### src/hw/rtl/trbi_solve.sv
// trbi_solve: pipelined search for the largest q below 2^QB with
// q*q*d <= m, one bit of q per stage, then hold stages up to LAT.
// Depends on nothing but its parameters.
module trbi_solve #(
  parameter int WD  = 8,
  parameter int WM  = 16,
  parameter int QB  = 8,
  parameter int LAT = 8
) (
  input  logic          clk,
  input  logic          en,
  input  logic [WD-1:0] d_i,
  input  logic [WM-1:0] m_i,
  output logic [QB-1:0] q
);

  localparam int WQD = WD + QB;
  localparam int WT  = WD + 2*QB + 1;
  localparam int WC  = ((WT > WM) ? WT : WM) + 1;

  logic [WM-1:0]  r_r  [LAT];
  logic [WQD-1:0] qd_r [LAT];
  logic [QB-1:0]  q_r  [LAT];
  logic [WD-1:0]  d_r  [LAT];

  for (genvar k = 0; k < LAT; k++) begin : g_stg
    logic [WM-1:0]  r_src;
    logic [WQD-1:0] qd_src;
    logic [QB-1:0]  q_src;
    logic [WD-1:0]  d_src;

    if (k == 0) begin : g_first
      assign r_src  = m_i;
      assign qd_src = '0;
      assign q_src  = '0;
      assign d_src  = d_i;
    end else begin : g_next
      assign r_src  = r_r[k-1];
      assign qd_src = qd_r[k-1];
      assign q_src  = q_r[k-1];
      assign d_src  = d_r[k-1];
    end

    if (k < QB) begin : g_bit
      localparam int B = QB - 1 - k;
      logic [WC-1:0] t;
      logic [WC-1:0] diff;

      // growth of q*q*d when bit B is set: 2^(B+1)*q*d + 2^(2B)*d
      assign t    = (WC'(qd_src) << (B+1)) + (WC'(d_src) << (2*B));
      assign diff = WC'(r_src) - t;

      always_ff @(posedge clk) begin
        if (en) begin
          d_r[k] <= d_src;
          if (!diff[WC-1]) begin
            r_r[k]  <= diff[WM-1:0];
            qd_r[k] <= qd_src + (WQD'(d_src) << B);
            q_r[k]  <= q_src | (QB'(1) << B);
          end else begin
            r_r[k]  <= r_src;
            qd_r[k] <= qd_src;
            q_r[k]  <= q_src;
          end
        end
      end
    end else begin : g_hold
      // align latency with the longest search
      always_ff @(posedge clk) begin
        if (en) begin
          r_r[k]  <= r_src;
          qd_r[k] <= qd_src;
          q_r[k]  <= q_src;
          d_r[k]  <= d_src;
        end
      end
    end
  end

  assign q = q_r[LAT-1];

endmodule

### config.mk
export PLATFORM = sky130hd
export DESIGN_NAME = trbi_solve
export DESIGN_NICKNAME = d
export VERILOG_FILES = /design/src/hw/rtl/trbi_solve.sv
export SDC_FILE = /design/constraint.sdc
export NUM_CORES = 1
export LEC_CHECK = 0
export ABC_AREA = 1
export BUFFER_PORTS_ARGS = -buffer_cell sky130_fd_sc_hd__buf_4
export CORE_MARGIN = 3
export CORE_UTILIZATION = 55
export CTS_CLUSTER_SIZE = 25
export DETAILED_ROUTE_END_ITERATION = 12
export GPL_TIMING_DRIVEN = 1
export PLACE_DENSITY = 0.71
export SLEW_MARGIN = 20
export SYNTH_ARGS = -nofsm -noshare
export SYNTH_HDL_FRONTEND = slang
export SYNTH_SLANG_ARGS = --single-unit
### constraint.sdc
create_clock -name clk -period 3.8 [get_ports clk]
set_input_delay 0.57 -clock clk [delete_from_list [all_inputs] [get_ports clk]]
set_output_delay 0.57 -clock clk [all_outputs]
set_load 0.05 [all_outputs]
==> results.json <==
{
  "outcome": "completed",
  "ctsRootBufferMaster": "clkbuf_16",
  "post-dp-hpwl_mm": 28.8,
  "report.final.hold_viol_count": 0,
  "element_type_at_the_critical_path_start": "flop",
  "setup.worst_path.end_class": "flop",
  "yosysMostFrequentCell": "nand2_1",
  "design.final.nets": 2356,
  "setup_repair_after_global_routing_missed_its_margin": "false",
  "power_per_cell_area_nw_per_um2": 675,
  "synth_enable_flop_cells": 287,
  "synth_fp_nets": 2341,
  "area_growth_syn_to_layout_pct": 8.71,
  "path_class": "flop to flop",
  "final_max_slew_viols": 0,
  "synth.top_cell.area_share_pct": 45.5,
  "timing.final.crit_share_pct": 83.5,
  "finish.cell_count_without_fillers": 2576,
  "dr_vias": 13412,
  "place.port_buffers": 33,
  "boundaryPins": 34,
  "die_footprint_um2": 36700,
  "critical_path.slowest_cell": "fa_1",
  "worstReg2RegStart": "qd_r[5][3]",
  "tightestPinTransition_ns": 0.989,
  "fp-row-count": 67,
  "cts_buffer_depth": 3,
  "synth_flop_cell": "edfxtp_1",
  "ant_diodes": 0,
  "crit-reg2reg-capture": "r_r[3][2]",
  "setup_violations": 0,
  "postCtsResizedCells": 0,
  "core_area_um2": 33700,
  "holdBufCountCts": 0,
  "yosys.cell_types.count": 42,
  "reg2reg_setup_slack_ns": 0.63,
  "dp.cells": 2519,
  "synth.area.top_cells": "edfxtp_1 (45%), ha_1 (12%), nand2_1 (12%)",
  "final.setup_skew_ns": 0.00796,
  "synth.cell_area_um2": 18900,
  "effective_utilization_at_floorplan_pct": 56.2,
  "ant_nets": 0,
  "layout-drive-gt1-share_pct": 7.42,
  "place_congestion": 1.01,
  "vias_in_the_first_global_route": 13865,
  "reg2regPathDepth": 13,
  "synth_area_per_cell_um2": 9.07,
  "synth_seq_cells": 287,
  "pin_count_of_the_biggest_net_entering_global_routing": 135,
  "synth.yosys.seq_area_share_pct": 45.5,
  "worst-path-max-fanout": 31,
  "grt_antenna_before_repair": 0,
  "clock_sink_count": 287,
  "yosysWarningCount": 0,
  "drt_wl_total_mm": 37.5,
  "first_iter_violations": 725,
  "drc_errors": 0,
  "hold-path-endpoint": "r_r[0][13]",
  "timing.critical_path.arrival_ns": 3.48,
  "timing.final.crit_period_ns": 3.17,
  "wire_length_per_cell_um": 14.6,
  "postCtsSetupRepairBufs": 0,
  "synth.top_cells.by_count": "nand2_1 (590), inv_1 (369), edfxtp_1 (287)",
  "grt_util_all_layers_pct": 21.2,
  "relSlewSlack_pct": 34.1,
  "fin_tns_setup_ns": 0,
  "clkTransAtPathRegs_ns": 0.06,
  "maxCapViolCount": 0,
  "min_from": "m_i[13]",
  "cp_data_required_time_ns": 4.11,
  "die_width_um": 192,
  "grt_overflow_total": 0,
  "vdd.ir_drop.worst_v": 0.000399,
  "cts_tree": "done",
  "syn_inst": 2089,
  "min-delay-path-class": "input pin to flop",
  "worst_path_largest_cell_delay_ns": 0.44,
  "drt_pre_antenna_iters": 5,
  "postLayoutCoreUtil_pct": 61.1,
  "power_leakage_nw": 10.0,
  "asyncSetResetFlopFracSynth_pct": 0,
  "cts-buffers-inserted": 31,
  "h-tree-depth": 1,
  "critical_path.cell_chain": "inv_1 > fa_1 > ha_1 > nand2_1 > inv_2 > nand2_1 > nand3_2 > nand2_1 > nand2_1 > nand2_2 > nand2_2 > nand2_1 > nand2_1",
  "clk-insertion-delay-late_ns": 0.56,
  "worst_path_most_repeated_cell": "nand2_1",
  "synth_area_leader_cell": "edfxtp_1",
  "dieHeight_um": 192,
  "wire_length_of_the_first_global_routing_pass_mm": 63.3,
  "fmax_mhz": 315,
  "route.detailed.vias_per_inst": 5.21,
  "hold_path_cell_cnt": 1
}
-- state kept, by name, summed over array words and instances, names as in the netlist --
register and cells:
d_r 56, q_r 36, qd_r 83, r_r 112
-- per-stage QoR --
stage          area (um^2)  hold slack, ns  power [mW]  setup slack [ns]
2_1_floorplan        18900           0.400        9.33              1.42
3_3_place_gp         19500           0.401        10.5             0.788
3_5_place_dp         19500           0.405        10.7             0.678
4_1_cts              20600           0.157        14.0             0.638
5_1_grt              20600           0.163        15.1             0.396
6_report             20600           0.189        13.9             0.626
-- worst max path at each step --
stage	from	depth (start not counted)	slack, ns	endpoint
final	qd_r[5][3]	13	0.63	r_r[3][2]
after detailed placement	qd_r[5][3]	13	0.68	r_r[3][15]
after floorplan	d_r[1][2]	13	1.42	r_r[1][14]
after global placement	qd_r[5][3]	13	0.79	r_r[3][14]
after global routing	qd_r[5][3]	13	0.40	qd_r[6][10]
after CTS	qd_r[5][3]	13	0.64	r_r[3][2]
-- layer usage --
layer  up-vias  global-route usage, %  wire, um
met5         -                      0         0
met4         0                   9.85      1920
met3       137                   2.28      1170
met2       262                   41.3     19800
met1      6225                   22.6     14600
li1       6788                      -         -
-- cell type report --
| cell class | instances | area (um^2) |
|---|---|---|
| well taps | 448 | 561 |
| inverters | 377 | 1420 |
| multi-input cells | 1364 | 8540 |
| fillers | 2764 | 13100 |
| clock inverters | 23 | 317 |
| clock buffers | 34 | 787 |
| flip-flops and latches | 287 | 8620 |
| repair buffers | 43 | 355 |
-- power breakdown --
group | total (mW) | switching, mW | internal, mW
clock network | 3.22 | 1.25 | 1.98
registers | 4.67 | 0.393 | 4.28
logic | 6.01 | 3.73 | 2.28
total | 13.9 | 5.37 | 8.54
-- worst max-delay path: cells and delay by family (launching register included) --
kind                     cells  cell delay (ns)
AND/OR/NAND/NOR              9             1.50
buffers and inverters        2             0.18
adder cells (fa/ha/maj)      2             0.81
flip-flops                   1             0.42
-- cell usage in the layout (no fill, tap or decap), types with 20 or more instances in the layout --
master,Yosys,final
a21oi_1,66,66
buf_4,8,40
clkbuf_16,0,31
edfxtp_1,287,287
fa_1,43,43
ha_1,183,183
inv_1,369,369
nand2_1,590,590
nand3_1,148,148
nand3_2,26,26
nand4_1,24,24
nor2_1,90,90
o21ai_0,26,26
o21ai_1,32,32
xnor2_1,20,20
xor2_1,37,37
-- cells by family after synthesis --
logic type      after synthesis  synth area share, %
flops                       287                 45.5
fa+ha+maj                   226                 16.6
simple gates                927                 21.3
xor+xnor                     57                 2.64
buf+inv                     438                 9.42
compound gates              154                 4.55
No activity file was read; power rests on OpenSTA's default activity.
