`config.mk`:
```
export PLATFORM = sky130hd
export DESIGN_NAME = trbi_mul
export DESIGN_NICKNAME = d
export VERILOG_FILES = /design/src/hw/rtl/trbi_mul.sv
export SDC_FILE = /design/constraint.sdc
export NUM_CORES = 2
export LEC_CHECK = 0
export BUFFER_PORTS_ARGS = -buffer_cell sky130_fd_sc_hd__buf_4
export CAP_MARGIN = 20
export CORE_AREA = 2 2 297 299
export CTS_CLUSTER_DIAMETER = 60
export DETAILED_ROUTE_END_ITERATION = 6
export DIE_AREA = 0 0 299 301
export PLACE_DENSITY_LB_ADDON = 0.05
export SLEW_MARGIN = 20
export SYNTH_ARGS = -nofsm -noshare
export SYNTH_HDL_FRONTEND = slang
export SYNTH_SLANG_ARGS = --single-unit
```
`constraint.sdc`:
```
create_clock -name clk -period 10.7 [get_ports clk]
set_clock_uncertainty 0.05 [all_clocks]
set_input_delay 3.21 -clock clk [delete_from_list [all_inputs] [get_ports clk]]
set_output_delay 3.21 -clock clk [all_outputs]
set_load 0.1 [all_outputs]
```
`src/hw/rtl/trbi_mul.sv`:
```
// trbi_mul: pipelined unsigned multiplier, several lanes in lockstep, one
// digit of b per stage, with a sideband bus that travels alongside.
// Depends on nothing but its parameters.
module trbi_mul #(
  parameter int NL    = 1,
  parameter int WA    = 32,
  parameter int WB    = 32,
  parameter int STEPS = 4,
  parameter int WS    = 1
) (
  input  logic                       clk,
  input  logic                       en,
  input  logic [NL-1:0][WA-1:0]      a,
  input  logic [NL-1:0][WB-1:0]      b,
  input  logic [WS-1:0]              side_i,
  output logic [NL-1:0][WA+WB-1:0]   p,
  output logic [WS-1:0]              side_o
);

  localparam int DW  = (WB + STEPS - 1) / STEPS;
  localparam int WBP = DW * STEPS;
  localparam int WP  = WA + WBP;

  logic [NL-1:0][WA-1:0]  a_r   [STEPS];
  logic [NL-1:0][WBP-1:0] b_r   [STEPS];
  logic [NL-1:0][WP-1:0]  acc_r [STEPS];
  logic [WS-1:0]          s_r   [STEPS];

  for (genvar k = 0; k < STEPS; k++) begin : g_stg
    logic [NL-1:0][WA-1:0]    a_src;
    logic [NL-1:0][WBP-1:0]   b_src;
    logic [NL-1:0][WP-1:0]    acc_src;
    logic [WS-1:0]            s_src;
    logic [NL-1:0][WA+DW-1:0] pr;

    // stage operands: inputs for the first step, previous stage otherwise
    if (k == 0) begin : g_first
      always_comb begin
        for (int l = 0; l < NL; l++) begin
          a_src[l]   = a[l];
          b_src[l]   = WBP'(b[l]);
          acc_src[l] = '0;
        end
        s_src = side_i;
      end
    end else begin : g_next
      assign a_src   = a_r[k-1];
      assign b_src   = b_r[k-1];
      assign acc_src = acc_r[k-1];
      assign s_src   = s_r[k-1];
    end

    // one digit partial product per lane
    always_comb begin
      for (int l = 0; l < NL; l++) begin
        pr[l] = a_src[l] * b_src[l][k*DW +: DW];
      end
    end

    // accumulate shifted partial product
    always_ff @(posedge clk) begin
      if (en) begin
        for (int l = 0; l < NL; l++) begin
          a_r[k][l]   <= a_src[l];
          b_r[k][l]   <= b_src[l];
          acc_r[k][l] <= acc_src[l] + (WP'(pr[l]) << (k*DW));
        end
        s_r[k] <= s_src;
      end
    end
  end

  always_comb begin
    for (int l = 0; l < NL; l++) begin
      p[l] = acc_r[STEPS-1][l][WA+WB-1:0];
    end
  end
  assign side_o = s_r[STEPS-1];

endmodule

```
==> run summary <==
Once placement completed, the tool counted placed cells totaling 5918. Leaving out fill and tap cells, the most frequent cell in the layout is sky130_fd_sc_hd__fa_1. In the layout the commonest cells are sky130_fd_sc_hd__fa_1, sky130_fd_sc_hd__inv_1, sky130_fd_sc_hd__and2_1. For the pin with the worst max-slew slack, the measured transition is 1.12 ns. In this run the worst path has a maximum fanout of 32. The floorplan step defined a die boundary enclosing 90000 sq um. No sink is reached through more buffers than the 3 on the longest clock path.

The finished cells cover 51200 sq um. The HPWL after detailed placement came out at 88600 um. For the final antenna diode count, the log shows 0. The data required time at the worst endpoint is 10.99 ns, and the minimum clock period is 8.31 ns. The logs give 120 MHz for the fmax and 358 for the sink count of the clock tree.

The post-synthesis sequential area ratio is 22.6%, and the number of DRC violations after detailed-routing iteration 0 is 1597. In this run the core area contains 108 standard-cell rows. Once the floorplan was initialized, standard cells occupied 54.9% of the core. The min-delay analysis places its worst path in the category flop to flop. The count of final setup violators was 0; the number of buffers added for setup after CTS was 0.

The tools report the total count of max-transition violations in the final report as 0. The via count of the first global-routing pass was 34.3k. In this run the cell area measured after placement is 49600 sq um. The number of enable flip-flop cells after synthesis was 358. Across all register-to-register paths, the minimum setup slack is 2.39 ns. Worst setup path category: flop to flop. The number of warning messages in the yosys log came out at 0. For this run, design rule violations remaining after detail routing come to 0.

The congestion estimate from routability-driven global placement came to 0.926. Input and output buffers added on the ports amount to 131. At the end of the flow, the number of nets in the layout was 5960.

Summing all flip-flop and latch instances after layout gives 10800 sq um. Gates resized during post-CTS repair numbered 0. Total area of multi-input combinational cells: 33600 sq um.

The first global-routing pass estimated 181000 um of wire. The die outline width is 299 um. The floorplan step defined a core boundary enclosing 86500 sq um. The signed area change from the synthesized netlist to the final layout works out to 7.93%.

The most used flip-flop cell after synthesis is sky130_fd_sc_hd__edfxtp_1. The clock latency on the worst-skew pair came out at 0.64 ns. The number of clock buffers added by TritonCTS is 49. In the final timing run, aggregate negative setup slack is 0 ns.

The run gives 5883 as the number of nets in the synthesized netlist. Cell count after synthesis: 4739. The tools report the critical path startpoint category as a flop. After synthesis, the netlist uses 86 different library cells.

Before CTS, the worst setup slack after placement is 2.09 ns. Counting flops and latches in the post-synthesis netlist gives 358. Detailed routing inserted a total of 32.9k vias. The tools report the buffer cell driving the clock tree root as sky130_fd_sc_hd__clkbuf_16.

Across the run, the number of max-cap violations was 0. The flow ran to the end, and the final reports show no timing, DRC or antenna violations. The logs give 7687 for the number of filler instances in the final layout and 0 for the final antenna-violating net count.

In the final layout, the share of cells above drive strength 1 is 5.56%. The hold violation count in the final report came out at 0. The worst setup path is captured at a flop. The initial antenna violation count was 0; the hold-fix buffer count after cts was 0. The post-synthesis async set-or-reset flop share works out to 0%. Setup repair after global routing left no endpoint under its margin. The via count normalized by instance count is 5.48. The mean instance size in the synthesized netlist was 10.0 sq um.

From bottom edge to top edge, the die measures 301 um. Entering global routing, the biggest net connects 118 pins. In the global route stage, overall resource usage came out at 25.1%. Clock-pin slew on the worst setup and hold paths: 0.06 ns.

Measured against its own limit, the worst slew margin works out to 25.3%. The logs give 2.39 ns for the post-route worst setup slack and 7 for the iteration count of the initial detailed-routing pass. 132 I/O pins were placed. The area of the mapped netlist was 47500 sq um; the deepest level of the CTS H-tree was 2. In the final routed layout, each cell accounts on average for 18.4 um. Of the available clock period, the critical path in the final layout requires 77.7%.

TritonCTS built the clock tree. After the flow finishes, the layout carries non-filler instances totaling 6007. The tools report the total length of routed wires as 111000 um.

The total grt overflow is 0, and the arrival time at the worst endpoint is 8.60 ns.
registers in the layout, summed over array words and instances, names as in the netlist:
register,count
a_r,96
acc_r,210
b_r,48
s_r,4
layer usage:
layer | up-vias | global-route usage, % | share of wire [%]
met5 | - | 0 | 0
met4 | 0 | 6.57 | 2.5
met1 | 16700 | 33.7 | 45
met3 | 132 | 2.16 | 3.2
li1 | 15600 | - | -
met2 | 577 | 44.0 | 49
cell usage after synthesis (all sizes together), types with 14 or more instances:
cell	instances	area, sq um
o21bai	36	270
nand2	487	1830
a31oi	25	156
a21o	118	886
nand2b	22	138
edfxtp	358	10800
clkbuf	129	484
a21oi	239	1200
nand3	50	255
xnor2	158	1380
xor2	77	701
nor2	122	458
nor3	27	135
nor2b	21	131
and3	24	150
ha	354	4430
nand4	35	219
and2	683	4270
o211ai	14	110
a211oi	24	180
o21ai	138	691
inv	695	2610
o21a	17	128
fa	723	14500
cells by family (layout without fill, tap and decap cells):
| group | count (synthesis) | in the layout | synth area share (%) |
|---|---|---|---|
| AND/OR/NAND/NOR | 1525 | 1525 | 16.9 |
| adder cells (fa/ha/maj) | 1077 | 1077 | 39.8 |
| buffers and inverters | 828 | 941 | 6.56 |
| AO/OA/AOI/OAI | 709 | 709 | 9.57 |
| flip-flops | 358 | 358 | 22.6 |
| XOR/XNOR | 235 | 235 | 4.39 |
| multiplexers | 7 | 7 | 0.153 |
worst max-delay path: stages, from the launching register on:
cell and delay (ns):
sky130_fd_sc_hd__edfxtp_1 1.05, sky130_fd_sc_hd__nand2_1 0.17, sky130_fd_sc_hd__fa_1 0.53, sky130_fd_sc_hd__fa_1 0.55, sky130_fd_sc_hd__inv_1 0.05, sky130_fd_sc_hd__fa_1 0.47, sky130_fd_sc_hd__inv_1 0.05, sky130_fd_sc_hd__fa_1 0.47
sky130_fd_sc_hd__inv_1 0.04, sky130_fd_sc_hd__ha_1 0.34, sky130_fd_sc_hd__o21ai_0 0.20, sky130_fd_sc_hd__nand2_1 0.07, sky130_fd_sc_hd__a31oi_1 0.38, sky130_fd_sc_hd__o31a_1 0.37, sky130_fd_sc_hd__o21ai_0 0.24, sky130_fd_sc_hd__nand3_1 0.14
sky130_fd_sc_hd__nand2_1 0.09, sky130_fd_sc_hd__xnor2_1 0.21, sky130_fd_sc_hd__ha_1 0.28, sky130_fd_sc_hd__and4_1 0.19, sky130_fd_sc_hd__a221oi_1 0.28, sky130_fd_sc_hd__o21ai_0 0.20, sky130_fd_sc_hd__nor4_1 0.70, sky130_fd_sc_hd__o21ai_0 0.38
sky130_fd_sc_hd__nand2_1 0.14, sky130_fd_sc_hd__nand2_1 0.08, sky130_fd_sc_hd__a31oi_1 0.23, sky130_fd_sc_hd__xnor2_1 0.09
cell type report:
cell class / count / area share [%]
clock buffers: 53 / 2.42
well taps: 1155 / 2.82
clock inverters: 34 / 0.691
repair buffers: 159 / 2.40
flip-flops and latches: 358 / 21.0
inverters: 695 / 5.09
multi-input cells: 3553 / 65.6
metrics by stage:
stage | hold WS, ns | util (%)
after floorplan | 0.350 | -
after global placement | 0.351 | 57.4
after detailed placement | 0.355 | 57.4
after CTS | 0.362 | 59.2
after global routing | 0.368 | 59.3
final | 0.363 | 59.3
worst paths after layout:
path / start / to / depth (start not counted)
worst max-delay path: b_r[2][27]$_DFFE_PP_ / acc_r[3][55]$_DFFE_PP_ / 27
worst min-delay path: b_r[1][25]$_DFFE_PP_ / b_r[2][25]$_DFFE_PP_ / 0
worst max register to register: b_r[2][27]$_DFFE_PP_ / acc_r[3][55]$_DFFE_PP_ / 27
worst min register to register: b_r[1][25]$_DFFE_PP_ / b_r[2][25]$_DFFE_PP_ / 0
Power is not shown: default switching activity piles up to over one toggle a cycle in this logic, so the estimate is an artifact.
